`src/design/trimmed_mean_window_macros.svh`:
```
// Assertion macros shared by the trimmed mean window RTL.
// Expects clk and rst_n in the scope of each use; no other dependencies.
`ifndef TRIMMED_MEAN_WINDOW_MACROS_SVH
`define TRIMMED_MEAN_WINDOW_MACROS_SVH

`ifndef SYNTHESIS
// Property must hold at every clock edge outside reset.
`define TMW_ASSERT(lbl, prop, msg) \
  lbl: assert property (@(posedge clk) disable iff (!rst_n) (prop)) else $error(msg);
// Condition must never be true outside reset.
`define TMW_NEVER(lbl, cond, msg) \
  lbl: assert property (@(posedge clk) disable iff (!rst_n) !(cond)) else $error(msg);
`else
`define TMW_ASSERT(lbl, prop, msg)
`define TMW_NEVER(lbl, cond, msg)
`endif

`endif

```
`src/design/tmw_pkg.sv`:
```
// Package for the trimmed mean window: widths, status codes, job record, back-end states.
// No dependencies; used by every module of the block.
`timescale 1ns / 1ps
package tmw_pkg;

  localparam int unsigned WindowDefault = 10;
  localparam int unsigned SampleW       = 16;
  localparam int unsigned SumW          = 20;
  localparam int unsigned CntW          = 4;
  localparam int unsigned FracW         = 8;
  localparam int unsigned MeanW         = 24;
  localparam int unsigned NumW          = 22;
  localparam int unsigned DivW          = NumW + FracW;
  localparam int unsigned DivCntW       = $clog2(DivW);
  localparam int unsigned QDepth        = 2;

  typedef enum logic [1:0] {
    STAT_NORMAL = 2'd0,
    STAT_EQUAL  = 2'd1,
    STAT_EMPTY  = 2'd2
  } status_t;

  typedef struct packed {
    status_t                    kind;
    logic signed [SumW-1:0]     sum;
    logic signed [SampleW-1:0]  max_val;
    logic signed [SampleW-1:0]  min_val;
    logic [CntW-1:0]            max_cnt;
    logic [CntW-1:0]            min_cnt;
    logic [CntW-1:0]            mid_cnt;
  } job_t;

  typedef enum logic [1:0] {
    B_IDLE,
    B_NUM,
    B_DIV,
    B_DONE
  } back_state_t;

  typedef struct packed {
    logic pop;
    logic load_num;
    logic div_step;
    logic load_out;
  } back_ctrl_t;

endpackage

```
`src/design/tmw_front.sv`:
```
// Front end: accumulates sum, extremes and their counts per window, classifies the window.
// Depends on tmw_pkg.
`timescale 1ns / 1ps
`include "trimmed_mean_window_macros.svh"
module tmw_front import tmw_pkg::*; #(
  parameter int unsigned WINDOW = WindowDefault
) (
  input  logic                       clk,
  input  logic                       rst_n,
  input  logic                       accept,
  input  logic signed [SampleW-1:0]  sample,
  output logic                       push,
  output job_t                       job
);

  localparam logic [CntW-1:0] WinCnt = CntW'(WINDOW);

  logic [CntW-1:0]           seen_r, seen_nxt;
  logic signed [SumW-1:0]    sum_r, sum_nxt;
  logic signed [SampleW-1:0] max_r, max_nxt, min_r, min_nxt;
  logic [CntW-1:0]           maxc_r, maxc_nxt, minc_r, minc_nxt;
  logic [CntW:0]             ext_total;
  logic                      last;

  // Update the running statistics with the incoming sample.
  always_comb begin
    if (seen_r == '0) begin
      max_nxt  = sample;
      min_nxt  = sample;
      maxc_nxt = CntW'(1);
      minc_nxt = CntW'(1);
      sum_nxt  = SumW'(sample);
    end else begin
      max_nxt  = max_r;
      maxc_nxt = maxc_r;
      min_nxt  = min_r;
      minc_nxt = minc_r;
      if (sample > max_r) begin
        max_nxt  = sample;
        maxc_nxt = CntW'(1);
      end else if (sample == max_r) begin
        maxc_nxt = maxc_r + CntW'(1);
      end
      if (sample < min_r) begin
        min_nxt  = sample;
        minc_nxt = CntW'(1);
      end else if (sample == min_r) begin
        minc_nxt = minc_r + CntW'(1);
      end
      sum_nxt = sum_r + SumW'(sample);
    end
    seen_nxt = seen_r + CntW'(1);
  end

  assign last = (seen_nxt == WinCnt);
  assign push = accept && last;
  assign ext_total = {1'b0, maxc_nxt} + {1'b0, minc_nxt};

  // Classify the finished window.
  always_comb begin
    job.sum     = sum_nxt;
    job.max_val = max_nxt;
    job.min_val = min_nxt;
    job.max_cnt = maxc_nxt;
    job.min_cnt = minc_nxt;
    job.mid_cnt = WinCnt - maxc_nxt - minc_nxt;
    if (max_nxt == min_nxt) begin
      job.kind = STAT_EQUAL;
    end else if (ext_total >= {1'b0, WinCnt}) begin
      job.kind = STAT_EMPTY;
    end else begin
      job.kind = STAT_NORMAL;
    end
  end

  always_ff @(posedge clk) begin
    if (!rst_n) begin
      seen_r <= '0;
      maxc_r <= '0;
      minc_r <= '0;
    end else if (accept) begin
      if (last) begin
        seen_r <= '0;
        maxc_r <= '0;
        minc_r <= '0;
      end else begin
        seen_r <= seen_nxt;
        maxc_r <= maxc_nxt;
        minc_r <= minc_nxt;
      end
    end
  end

  always_ff @(posedge clk) begin
    if (accept) begin
      sum_r <= sum_nxt;
      max_r <= max_nxt;
      min_r <= min_nxt;
    end
  end

  `TMW_ASSERT(a_seen_in_window, seen_r < WinCnt, "sample counter ran past the window")

endmodule

```
`src/design/tmw_queue.sv`:
```
// Short job queue between front and back end, held in registers.
// Depends on tmw_pkg.
`timescale 1ns / 1ps
`include "trimmed_mean_window_macros.svh"
module tmw_queue import tmw_pkg::*; (
  input  logic clk,
  input  logic rst_n,
  input  logic push,
  input  job_t wr_job,
  input  logic pop,
  output job_t rd_job,
  output logic full,
  output logic empty
);

  localparam int unsigned PtrW   = (QDepth > 1) ? $clog2(QDepth) : 1;
  localparam int unsigned CountW = $clog2(QDepth + 1);
  localparam logic [PtrW-1:0]   LastPtr  = PtrW'(QDepth - 1);
  localparam logic [CountW-1:0] FullCnt  = CountW'(QDepth);

  job_t              entry_r [QDepth];
  logic [PtrW-1:0]   wr_ptr_r, rd_ptr_r;
  logic [CountW-1:0] count_r;

  assign full   = (count_r == FullCnt);
  assign empty  = (count_r == '0);
  assign rd_job = entry_r[rd_ptr_r];

  always_ff @(posedge clk) begin
    if (push) begin
      entry_r[wr_ptr_r] <= wr_job;
    end
  end

  always_ff @(posedge clk) begin
    if (!rst_n) begin
      wr_ptr_r <= '0;
      rd_ptr_r <= '0;
      count_r  <= '0;
    end else begin
      if (push) begin
        wr_ptr_r <= (wr_ptr_r == LastPtr) ? '0 : wr_ptr_r + PtrW'(1);
      end
      if (pop) begin
        rd_ptr_r <= (rd_ptr_r == LastPtr) ? '0 : rd_ptr_r + PtrW'(1);
      end
      if (push && !pop) begin
        count_r <= count_r + CountW'(1);
      end else if (pop && !push) begin
        count_r <= count_r - CountW'(1);
      end
    end
  end

  `TMW_NEVER(a_push_full, push && full, "job pushed into a full queue")
  `TMW_NEVER(a_pop_empty, pop && empty, "job popped from an empty queue")

endmodule

```
`src/design/tmw_back.sv`:
```
// Back end: forms the trimmed numerator, divides by the middle count bit-serially,
// and holds the result in the output register. Depends on tmw_pkg.
`timescale 1ns / 1ps
`include "trimmed_mean_window_macros.svh"
module tmw_back import tmw_pkg::*; (
  input  logic                     clk,
  input  logic                     rst_n,
  input  logic                     q_empty,
  input  job_t                     q_job,
  output logic                     q_pop,
  output logic                     out_valid,
  input  logic                     out_ready,
  output logic signed [MeanW-1:0]  out_mean,
  output status_t                  out_status
);

  localparam logic [DivCntW-1:0] LastStep = DivCntW'(DivW - 1);

  back_state_t              state_r, state_nxt;
  back_ctrl_t               ctrl;
  job_t                     job_r;
  logic                     neg_r;
  logic [CntW-1:0]          rem_r;
  logic [DivW-1:0]          dq_r;
  logic [DivCntW-1:0]       step_r;
  logic                     out_valid_r;
  logic signed [MeanW-1:0]  out_mean_r;
  status_t                  out_status_r;

  logic signed [NumW-1:0]   sum_ext, max_ext, min_ext, maxc_ext, minc_ext, num;
  logic [NumW-1:0]          mag;
  logic [CntW:0]            rem_sh, rem_sub;
  logic                     ge;
  logic [DivW-1:0]          quot;
  logic signed [MeanW-1:0]  mean_nxt;

  // Next state.
  always_comb begin
    state_nxt = state_r;
    case (state_r)
      B_IDLE: begin
        if (!q_empty) begin
          state_nxt = (q_job.kind == STAT_NORMAL) ? B_NUM : B_DONE;
        end
      end
      B_NUM:  state_nxt = B_DIV;
      B_DIV: begin
        if (step_r == LastStep) begin
          state_nxt = B_DONE;
        end
      end
      B_DONE: begin
        if (!out_valid_r || out_ready) begin
          state_nxt = B_IDLE;
        end
      end
      default: state_nxt = B_IDLE;
    endcase
  end

  // Control outputs.
  always_comb begin
    ctrl = '0;
    case (state_r)
      B_IDLE:  ctrl.pop      = !q_empty;
      B_NUM:   ctrl.load_num = 1'b1;
      B_DIV:   ctrl.div_step = 1'b1;
      B_DONE:  ctrl.load_out = !out_valid_r || out_ready;
      default: ctrl = '0;
    endcase
  end

  assign q_pop = ctrl.pop;

  // Numerator: sum less every copy of the extremes.
  always_comb begin
    sum_ext  = NumW'(job_r.sum);
    max_ext  = NumW'(job_r.max_val);
    min_ext  = NumW'(job_r.min_val);
    maxc_ext = $signed({{(NumW-CntW){1'b0}}, job_r.max_cnt});
    minc_ext = $signed({{(NumW-CntW){1'b0}}, job_r.min_cnt});
    num      = sum_ext - maxc_ext * max_ext - minc_ext * min_ext;
    mag      = num[NumW-1] ? NumW'(-num) : NumW'(num);
  end

  // One restoring division step per cycle.
  assign rem_sh  = {rem_r, dq_r[DivW-1]};
  assign ge      = (rem_sh >= {1'b0, job_r.mid_cnt});
  assign rem_sub = rem_sh - {1'b0, job_r.mid_cnt};

  // Final signed mean, truncated toward zero.
  always_comb begin
    quot = neg_r ? DivW'(-dq_r) : dq_r;
    case (job_r.kind)
      STAT_EQUAL:  mean_nxt = {job_r.max_val, {FracW{1'b0}}};
      STAT_EMPTY:  mean_nxt = '0;
      STAT_NORMAL: mean_nxt = quot[MeanW-1:0];
      default:     mean_nxt = '0;
    endcase
  end

  always_ff @(posedge clk) begin
    if (!rst_n) begin
      state_r     <= B_IDLE;
      out_valid_r <= 1'b0;
    end else begin
      state_r <= state_nxt;
      if (ctrl.load_out) begin
        out_valid_r <= 1'b1;
      end else if (out_ready) begin
        out_valid_r <= 1'b0;
      end
    end
  end

  always_ff @(posedge clk) begin
    if (ctrl.pop) begin
      job_r <= q_job;
    end
    if (ctrl.load_num) begin
      neg_r  <= num[NumW-1];
      dq_r   <= {mag, {FracW{1'b0}}};
      rem_r  <= '0;
      step_r <= '0;
    end else if (ctrl.div_step) begin
      rem_r  <= ge ? rem_sub[CntW-1:0] : rem_sh[CntW-1:0];
      dq_r   <= {dq_r[DivW-2:0], ge};
      step_r <= step_r + DivCntW'(1);
    end
    if (ctrl.load_out) begin
      out_mean_r   <= mean_nxt;
      out_status_r <= job_r.kind;
    end
  end

  assign out_valid  = out_valid_r;
  assign out_mean   = out_mean_r;
  assign out_status = out_status_r;

  `TMW_ASSERT(a_rem_below_div, (state_r == B_DIV) |-> (rem_r < job_r.mid_cnt),
              "division remainder not below the middle count")
  `TMW_ASSERT(a_div_nonzero, (state_r == B_NUM) |-> (job_r.mid_cnt != '0),
              "division started with no middle samples")
  `TMW_ASSERT(a_empty_zero, (out_valid_r && out_status_r == STAT_EMPTY) |-> (out_mean_r == '0),
              "empty window gave a nonzero mean")

endmodule

```
`src/design/trimmed_mean_window.sv`:
```
// Trimmed (Olympic) mean over windows of WINDOW signed samples.
// Flow: a window's job goes through the queue, then B_NUM, B_DIV and B_DONE for a normal window,
//   or straight to B_DONE when all samples are equal or no middle samples remain.
// Throughput: one sample per cycle into the front end while the job queue has room; the back end's
//   bit-serial divider (one quotient bit per cycle, 30 bits) takes one window at a time.
// Reset: synchronous, active low rst_n; clears window counters, queue and output valid.
`timescale 1ns / 1ps
module trimmed_mean_window import tmw_pkg::*; #(
  parameter int unsigned WINDOW = WindowDefault
) (
  input  logic        clk,
  input  logic        rst_n,
  // Sample stream
  input  logic        in_tvalid,
  output logic        in_tready,
  input  logic [15:0] in_tdata,   // [15:0] sample (signed)
  // Result stream, one transfer per window
  output logic        out_tvalid,
  input  logic        out_tready,
  output logic [23:0] out_tdata,  // [23:0] mean_value (signed, 8 fraction bits)
  output logic [1:0]  out_tuser   // [1:0] status: normal, all equal, no middle samples
);

  logic                     in_accept;
  logic                     push;
  job_t                     front_job;
  job_t                     q_job;
  logic                     q_pop;
  logic                     q_full;
  logic                     q_empty;
  logic signed [MeanW-1:0]  mean;
  status_t                  status;

  // Hold samples off only while the job queue has no room for a finished window.
  assign in_tready = !q_full;
  assign in_accept = in_tvalid && in_tready;

  // Front end: fold each sample into the window statistics, push a job at window end.
  tmw_front #(
    .WINDOW (WINDOW)
  ) u_front (
    .clk    (clk),
    .rst_n  (rst_n),
    .accept (in_accept),
    .sample ($signed(in_tdata)),
    .push   (push),
    .job    (front_job)
  );

  // Decouple the two halves so sampling continues while a division runs.
  tmw_queue u_queue (
    .clk    (clk),
    .rst_n  (rst_n),
    .push   (push),
    .wr_job (front_job),
    .pop    (q_pop),
    .rd_job (q_job),
    .full   (q_full),
    .empty  (q_empty)
  );

  // Back end: numerator, serial divide, output register.
  tmw_back u_back (
    .clk        (clk),
    .rst_n      (rst_n),
    .q_empty    (q_empty),
    .q_job      (q_job),
    .q_pop      (q_pop),
    .out_valid  (out_tvalid),
    .out_ready  (out_tready),
    .out_mean   (mean),
    .out_status (status)
  );

  assign out_tdata = mean;
  assign out_tuser = status;

endmodule

```
`config.mk`:
```
export PLATFORM = sky130hd
export DESIGN_NAME = trimmed_mean_window
export DESIGN_NICKNAME = d
export VERILOG_FILES = /design/src/design/tmw_pkg.sv /design/src/design/tmw_front.sv /design/src/design/tmw_queue.sv /design/src/design/tmw_back.sv /design/src/design/trimmed_mean_window.sv
export VERILOG_INCLUDE_DIRS = /design/src /design/src/design
export SDC_FILE = /design/constraint.sdc
export NUM_CORES = 1
export LEC_CHECK = 0
export BUFFER_PORTS_ARGS = -buffer_cell sky130_fd_sc_hd__buf_2
export CORE_MARGIN = 5
export CORE_UTILIZATION = 35
export CTS_BUF_LIST = sky130_fd_sc_hd__clkbuf_16
export DETAILED_ROUTE_END_ITERATION = 6
export GPL_ROUTABILITY_DRIVEN = 0
export PLACE_DENSITY_LB_ADDON = 0.15
export SYNTH_ARGS = -nofsm -noshare
export SYNTH_HDL_FRONTEND = slang
export SYNTH_SLANG_ARGS = --single-unit
```
`constraint.sdc`:
```
create_clock -name clk -period 20.7 [get_ports clk]
set_input_delay 4.14 -clock clk [delete_from_list [all_inputs] [get_ports clk]]
set_output_delay 4.14 -clock clk [all_outputs]
set_load 0.1 [all_outputs]
```
## Yosys cells after proc, flatten, opt, wreduce, memory -nomap -nowiden

Memory sizes are Yosys's and may differ from the RTL's. A register that Yosys moved wholly into a read port is not among the register bits.
Cells that the tools add are included.

| word-level totals | value |
|---|---|
| bits of input ports | 20 |
| bits in registers | 203 |
| output and inout port bits | 28 |
| memories kept | 1 |
| word-level logic and storage cells | 122 |
| bits in writable memories | 132 |

Memory list:

| memory | words | bits a word | rd ports | clocked after Yosys merged registers in | wr ports | line | source |
|---|---|---|---|---|---|---|---|
| u_queue.entry_r | 2 | 66 | 1 | 1 | 1 | tmw_queue.sv:21 | `job_t entry_r [QDepth];` |

| operators by class | value |
|---|---|
| multiplexer cells | 41 |
| order comparisons | 4 |
| $mul | 2 |
| reductions and logical operators | 19 |
| equality and inequality tests | 13 |
| add/subtract/negate cells | 17 |

Operator list:

| operator | count |
|---|---|
| $mux 16 | 4 |
| $mux 30 | 2 |
| $eq 16x16->1 | 3 |
| $pmux 24 s2 | 1 |
| $mul 5x16->21 | 2 |
| $mux 4 | 10 |
| $mux 24 | 1 |
| $neg 24->24 | 1 |
| $mux 22 | 1 |
| $neg 22->22 | 1 |
| $sub 20x21->22 | 1 |
| $sub 22x22->22 | 1 |
| $add 20x16->20 | 1 |
| $mux 20 | 1 |
| $gt 16x16->1 | 1 |
| $lt 16x16->1 | 1 |
| $mux 2 | 8 |
| $add 4x1->4 const B | 3 |
| $mux 1 | 12 |
| $logic_not 2->1 | 4 |
| $pmux 2 s4 | 1 |
| $sub 4x4->4 | 2 |
| $eq 2x2->1 const B | 3 |
| $reduce_bool 2->1 | 3 |
| 18 further kinds | 28 |

## Logic depth before layout (Yosys ltp)

| logic depth | value |
|---|---|
| word-level depth | 8 |
| mapped depth | 36 |
| mapped depth without buffers | 33 |

## By module

A second synthesis with hierarchy kept.

| unflattened totals | value |
|---|---|
| cell total of the unflattened synthesis | 2076 |
| area total of the unflattened synthesis | 22614.2 um^2 |

By module, submodules not included:

| module | seq. area each (um^2) | cells an instance | area each (um^2) | instances |
|---|---|---|---|---|
| tmw_back | 3853.7 | 1234 | 12127.9 | 1 |
| tmw_front | 1801.7 | 613 | 5487.8 | 1 |
| tmw_queue | 4063.9 | 227 | 4988.5 | 1 |
| trimmed_mean_window | 0.0 | 2 | 10.0 | 1 |

## Worst setup path after synthesis

Ideal clock, no wire load.

| path | value |
|---|---|
| path type | in2reg |
| start | input in_tvalid |
| end | memory u_queue.entry_r[0][0] (netlist bit) (enable) |
| data arrival time | 9082 ps |
| library setup time | 573 ps |
| path slack | 11044 ps |
| required time | 20127 ps |
| buffers on the path | 1 |
| stages on the path | 3 |
| path through | nand2_1 -> clkbuf_1 -> nor3_1 |

| between the ends | value |
|---|---|
| word-level cells in the longest chain between the ends | 4 |

Ends and longest elaborated chain:

| element | line | source |
|---|---|---|
| start: declaration | trimmed_mean_window.sv:14 | `input logic in_tvalid,` |
| $logic_and 1x1->1 | trimmed_mean_window.sv:36 | `assign in_accept = in_tvalid && in_tready;` |
| $logic_and 1x1->1 | tmw_front.sv:56 | `assign push = accept && last;` |
| $mux 1 | tmw_queue.sv:30 | `if (push) begin` |
| $mux 1 (not written as such) | tmw_queue.sv:31 | `entry_r[wr_ptr_r] <= wr_job;` |
| end: declaration | tmw_queue.sv:21 |  |

Every way passes these cells.

## Worst setup path in the final report

| path | value |
|---|---|
| start | register u_back.job_r[7] (netlist bit) |
| end | register u_back.dq_r[27] (data pin) |

| between the ends | value |
|---|---|
| word-level cells in the longest chain between the ends | 5 |

Ends and longest elaborated chain:

| element | line | source |
|---|---|---|
| start: declaration | tmw_back.sv:21 | `job_t job_r;` |
| start signal: assignment | tmw_back.sv:118 | `job_r <= q_job;` |
| $mul 5x16->21 (*) | tmw_back.sv:82 | `num = sum_ext - maxc_ext * max_ext - minc_ext * min_ext;` |
| $sub 22x22->22 (*) | tmw_back.sv:82 |  |
| $neg 22->22 | tmw_back.sv:83 | `mag = num[NumW-1] ? NumW'(-num) : NumW'(num);` |
| $mux 22 (*) | tmw_back.sv:83 |  |
| $mux 30 (*) | tmw_back.sv:120 | `if (ctrl.load_num) begin` |
| end signal: assignment | tmw_back.sv:122 | `dq_r <= {mag, {FracW{1'b0}}};` |
| end signal: assignment | tmw_back.sv:127 | `dq_r <= {dq_r[DivW-2:0], ge};` |
| end: declaration | tmw_back.sv:24 | `logic [DivW-1:0] dq_r;` |

Every way passes the cells marked *; elsewhere a longest branch is shown, timed or not.
A chain may end at the register's enable or synchronous reset.

==> summary.md <==
| Metric | Value |
|---|---|
| Status | completed |
| Die Width | 262 um |
| Worst-Margin Slew | 0.995 ns |
| Min-Delay Path Class | reg -> reg |
| Syn_area_per_cell | 10.8 um2 |
| Warnings from Yosys | 0 |
| Worst setup EP type | flip-flop |
| Async S/R FF share, synth | 0 |
| Final setup viols | 0 |
| Most frequent cells in the layout | 299 x edfxtp_1, 260 x inv_1, 191 x nand2_1, 161 x ha_1, 131 x nor2_1 |
| Maximum buffer depth of the clock tree | 3 |
| Final hold violations | 0 |
| Initial drt markers | 722 |
| Cell Area, Synth | 0.0222 mm2 |
| CP max-delay cell | edfxtp_1 |
| Largest family of logic cells by synthesized area | adder cells |
| MaxCap Viol Count | 0 |
| Top Ports | 48 |
| Clk slew on worst S/H paths | 0.06 ns |
| Final worst-path cycle share | 0.414 |
| Root Driver | clkbuf_16 |
| Overflow after GRT | 0 |
| Largest net degree at the start of global routing | 67 |
| Via-per-instance ratio | 4.91 |
| Share of the synthesized area in the top cell type | 0.405 |
| DRC errors left | 0 |
| CP Data Required Time | 21.09 ns |
| Max-slew headroom at the worst pin | 0.337 |
| Post-Synth Adder-Cell Area | 0.192 |
| Hold_sp | u_back.rem_r[3] |
| Antenna Nets Post-Route | 0 |
| Cts repair resizes | 0 |
| Most common cell after layout, fill and taps aside | edfxtp_1 |
| Crit path max fanout | 16 |
| Vias in the first global route | 14.8k |
| Worst setup SP type | flip-flop |
| Port bufs | 47 |
| Total CTS buffers | 39 |
| Core box area | 0.0629 mm2 |
| Detailed Routing Iterations Pass 1 | 5 |
| Final Max Tran Viols | 0 |
| # clock sinks | 336 |
| Fraction of synthesized cell area in xor and xnor cells | 0.0466 |
| Fill count | 6,264 |
| Post-synth top area cell | edfxtp_1 |
| Area growth syn-to-layout | 10.7% |
| Yosys reg bits | 336 |
| Crit path arrival time | 8.97 ns |
| DPL Wire Length | 38.4 mm |
| Skew final | 0.0121 ns |
| WS Path Type | reg -> reg |
| Clk Latency, worst-skew pair | 0.56 ns |
| Tmin final | 8.58 ns |
| Post-synth net total | 2,353 |
| Most used DFF post-synth | edfxtp_1 |
| DIE AREA | 0.0684 mm2 |
| DR WL/cell | 17.2 um |
| Simple-gate share of the synthesized area | 0.124 |
| RSZ-0062 raised after global routing | false |
| Register area share after synthesis | 0.439 |
| GRT Util Overall | 0.149 |
| Synthesized instance count | 2,060 |
| Final wirelength | 50.9 mm |
| Post-synth EDFFs | 299 |
| Num rows | 92 |
| Number of antenna violations at the first check in global routing | 2 |
| Setup bufs post-CTS | 0 |
| Nets@finish | 2,388 |
| Start point of the critical path | u_back.job_r[7] |
| Initial Util | 0.353 |
| Final TNS setup | 0 ns |
| Share of cells above drive strength 1 | 0.0962 |
| Compound-Gate Fraction of Synth Area | 0.100 |
| Mux share of post-synthesis cell area | 0.0437 |
| Post-CTS Hold Fix Bufs | 0 |
| Synth area leaders | edfxtp_1 41%, fa_1 10%, ha_1 9.1% |
| H-tree levels | 2 |
| Critical Path Max Stage Delay | 0.60 ns |
| CTS tree | yes |
| Via count | 14.6k |
| Die Ht | 262 um |
| R2R Path Start | u_back.job_r[7] |
| Synth cell types | 78 |
| Global-route wire length before repair | 81.5 mm |
| Fmax | 0.117 GHz |
## cell usage after synthesis (7+ instances only)
| master | instances |
|---|---|
| nand2_1 | 191 |
| a21boi_0 | 8 |
| inv_1 | 252 |
| ha_1 | 161 |
| nand4_1 | 15 |
| o21ai_1 | 7 |
| o21a_1 | 11 |
| xor2_1 | 57 |
| nor4_1 | 9 |
| dfxtp_1 | 37 |
| o2111ai_1 | 8 |
| and2_1 | 87 |
| a211oi_1 | 13 |
| mux2_2 | 69 |
| and3_1 | 8 |
| clkbuf_1 | 59 |
| nor3_1 | 23 |
| or3_1 | 15 |
| o31ai_1 | 9 |
| a21o_1 | 9 |
| nor2_1 | 131 |
| a22oi_1 | 13 |
| xnor2_1 | 61 |
| o21ai_0 | 108 |
| o211ai_1 | 7 |
| a21oi_1 | 96 |
| fa_1 | 112 |
| nand2b_1 | 13 |
| edfxtp_1 | 299 |
| nand3_1 | 30 |
| mux2i_1 | 15 |
| nor2b_1 | 24 |
## layer usage
metal / GRT usage / up-vias / wire (um)
met3: 0.0200 / 64 / 1550
met4: 0.0366 / 0 / 966
met2: 0.239 / 205 / 23100
met1: 0.216 / 7102 / 25300
li1: - / 7199 / -
met5: 0 / - / 0
## logic make-up (layout without fill, tap and decap cells)
| kind of cell | after synthesis | in the layout |
|---|---|---|
| compound gates | 355 | 355 |
| xor+xnor | 118 | 118 |
| fa+ha+maj | 273 | 273 |
| buf+inv | 319 | 380 |
| flops | 336 | 336 |
| mux | 87 | 87 |
| other cells | 0 | 1 |
| simple gates | 572 | 572 |
## critical path, delay by kind of cell, from the launching register on
family | cells | cell delay, ns
compound gates | 12 | 2.41
xor+xnor | 2 | 0.31
fa+ha+maj | 8 | 3.39
buf+inv | 3 | 0.13
flops | 1 | 0.60
mux | 1 | 0.35
simple gates | 5 | 1.22
## flip-flops by register name, indices dropped and copies added, names as in the netlist, 4 cells and up, named ones only
signal           flops
u_front.min_r       16
u_front.sum_r       20
u_front.maxc_r       4
u_back.rem_r         4
u_front.seen_r       4
u_back.dq_r         30
u_front.max_r       16
u_back.job_r        66
u_queue.entry_r    132
u_front.minc_r       4
u_back.step_r        5
u_back.out_mean     24
## layout make-up
type	instances	area [um2]	area share
Antenna cell	1	2.50	0.000102
Inverter	254	953	0.0389
Tap cell	846	1060	0.0431
Clock buffer	39	976	0.0398
Timing Repair Buffer	59	325	0.0133
Clock inverter	28	235	0.00959
Sequential cell	336	9720	0.396
Multi-Input combinational cell	1405	11300	0.459
## final timing paths
path | end | slack (ns) | cells past startpoint
min reg2reg | u_back.rem_r[3] | 0.50 | 2
min | u_back.rem_r[3] | 0.50 | 2
max reg2reg | u_back.dq_r[27] | 12.12 | 31
max | u_back.dq_r[27] | 12.12 | 31
## per-stage QoR
stage,hold slack (ns),cells,utilization,instance area [um2],setup WS (ns)
after floorplan,0.424,2060,-,22200,11.04
after CTS,0.492,2967,0.390,24500,12.00
after global routing,0.532,2967,0.390,24500,11.50
after detailed placement,0.485,2900,0.371,23300,11.95
final,0.500,2968,0.390,24500,12.12
after global placement,0.473,2900,0.371,23300,12.04
Power is not shown: default switching activity piles up to over one toggle a cycle in this logic, so the estimate is an artifact.
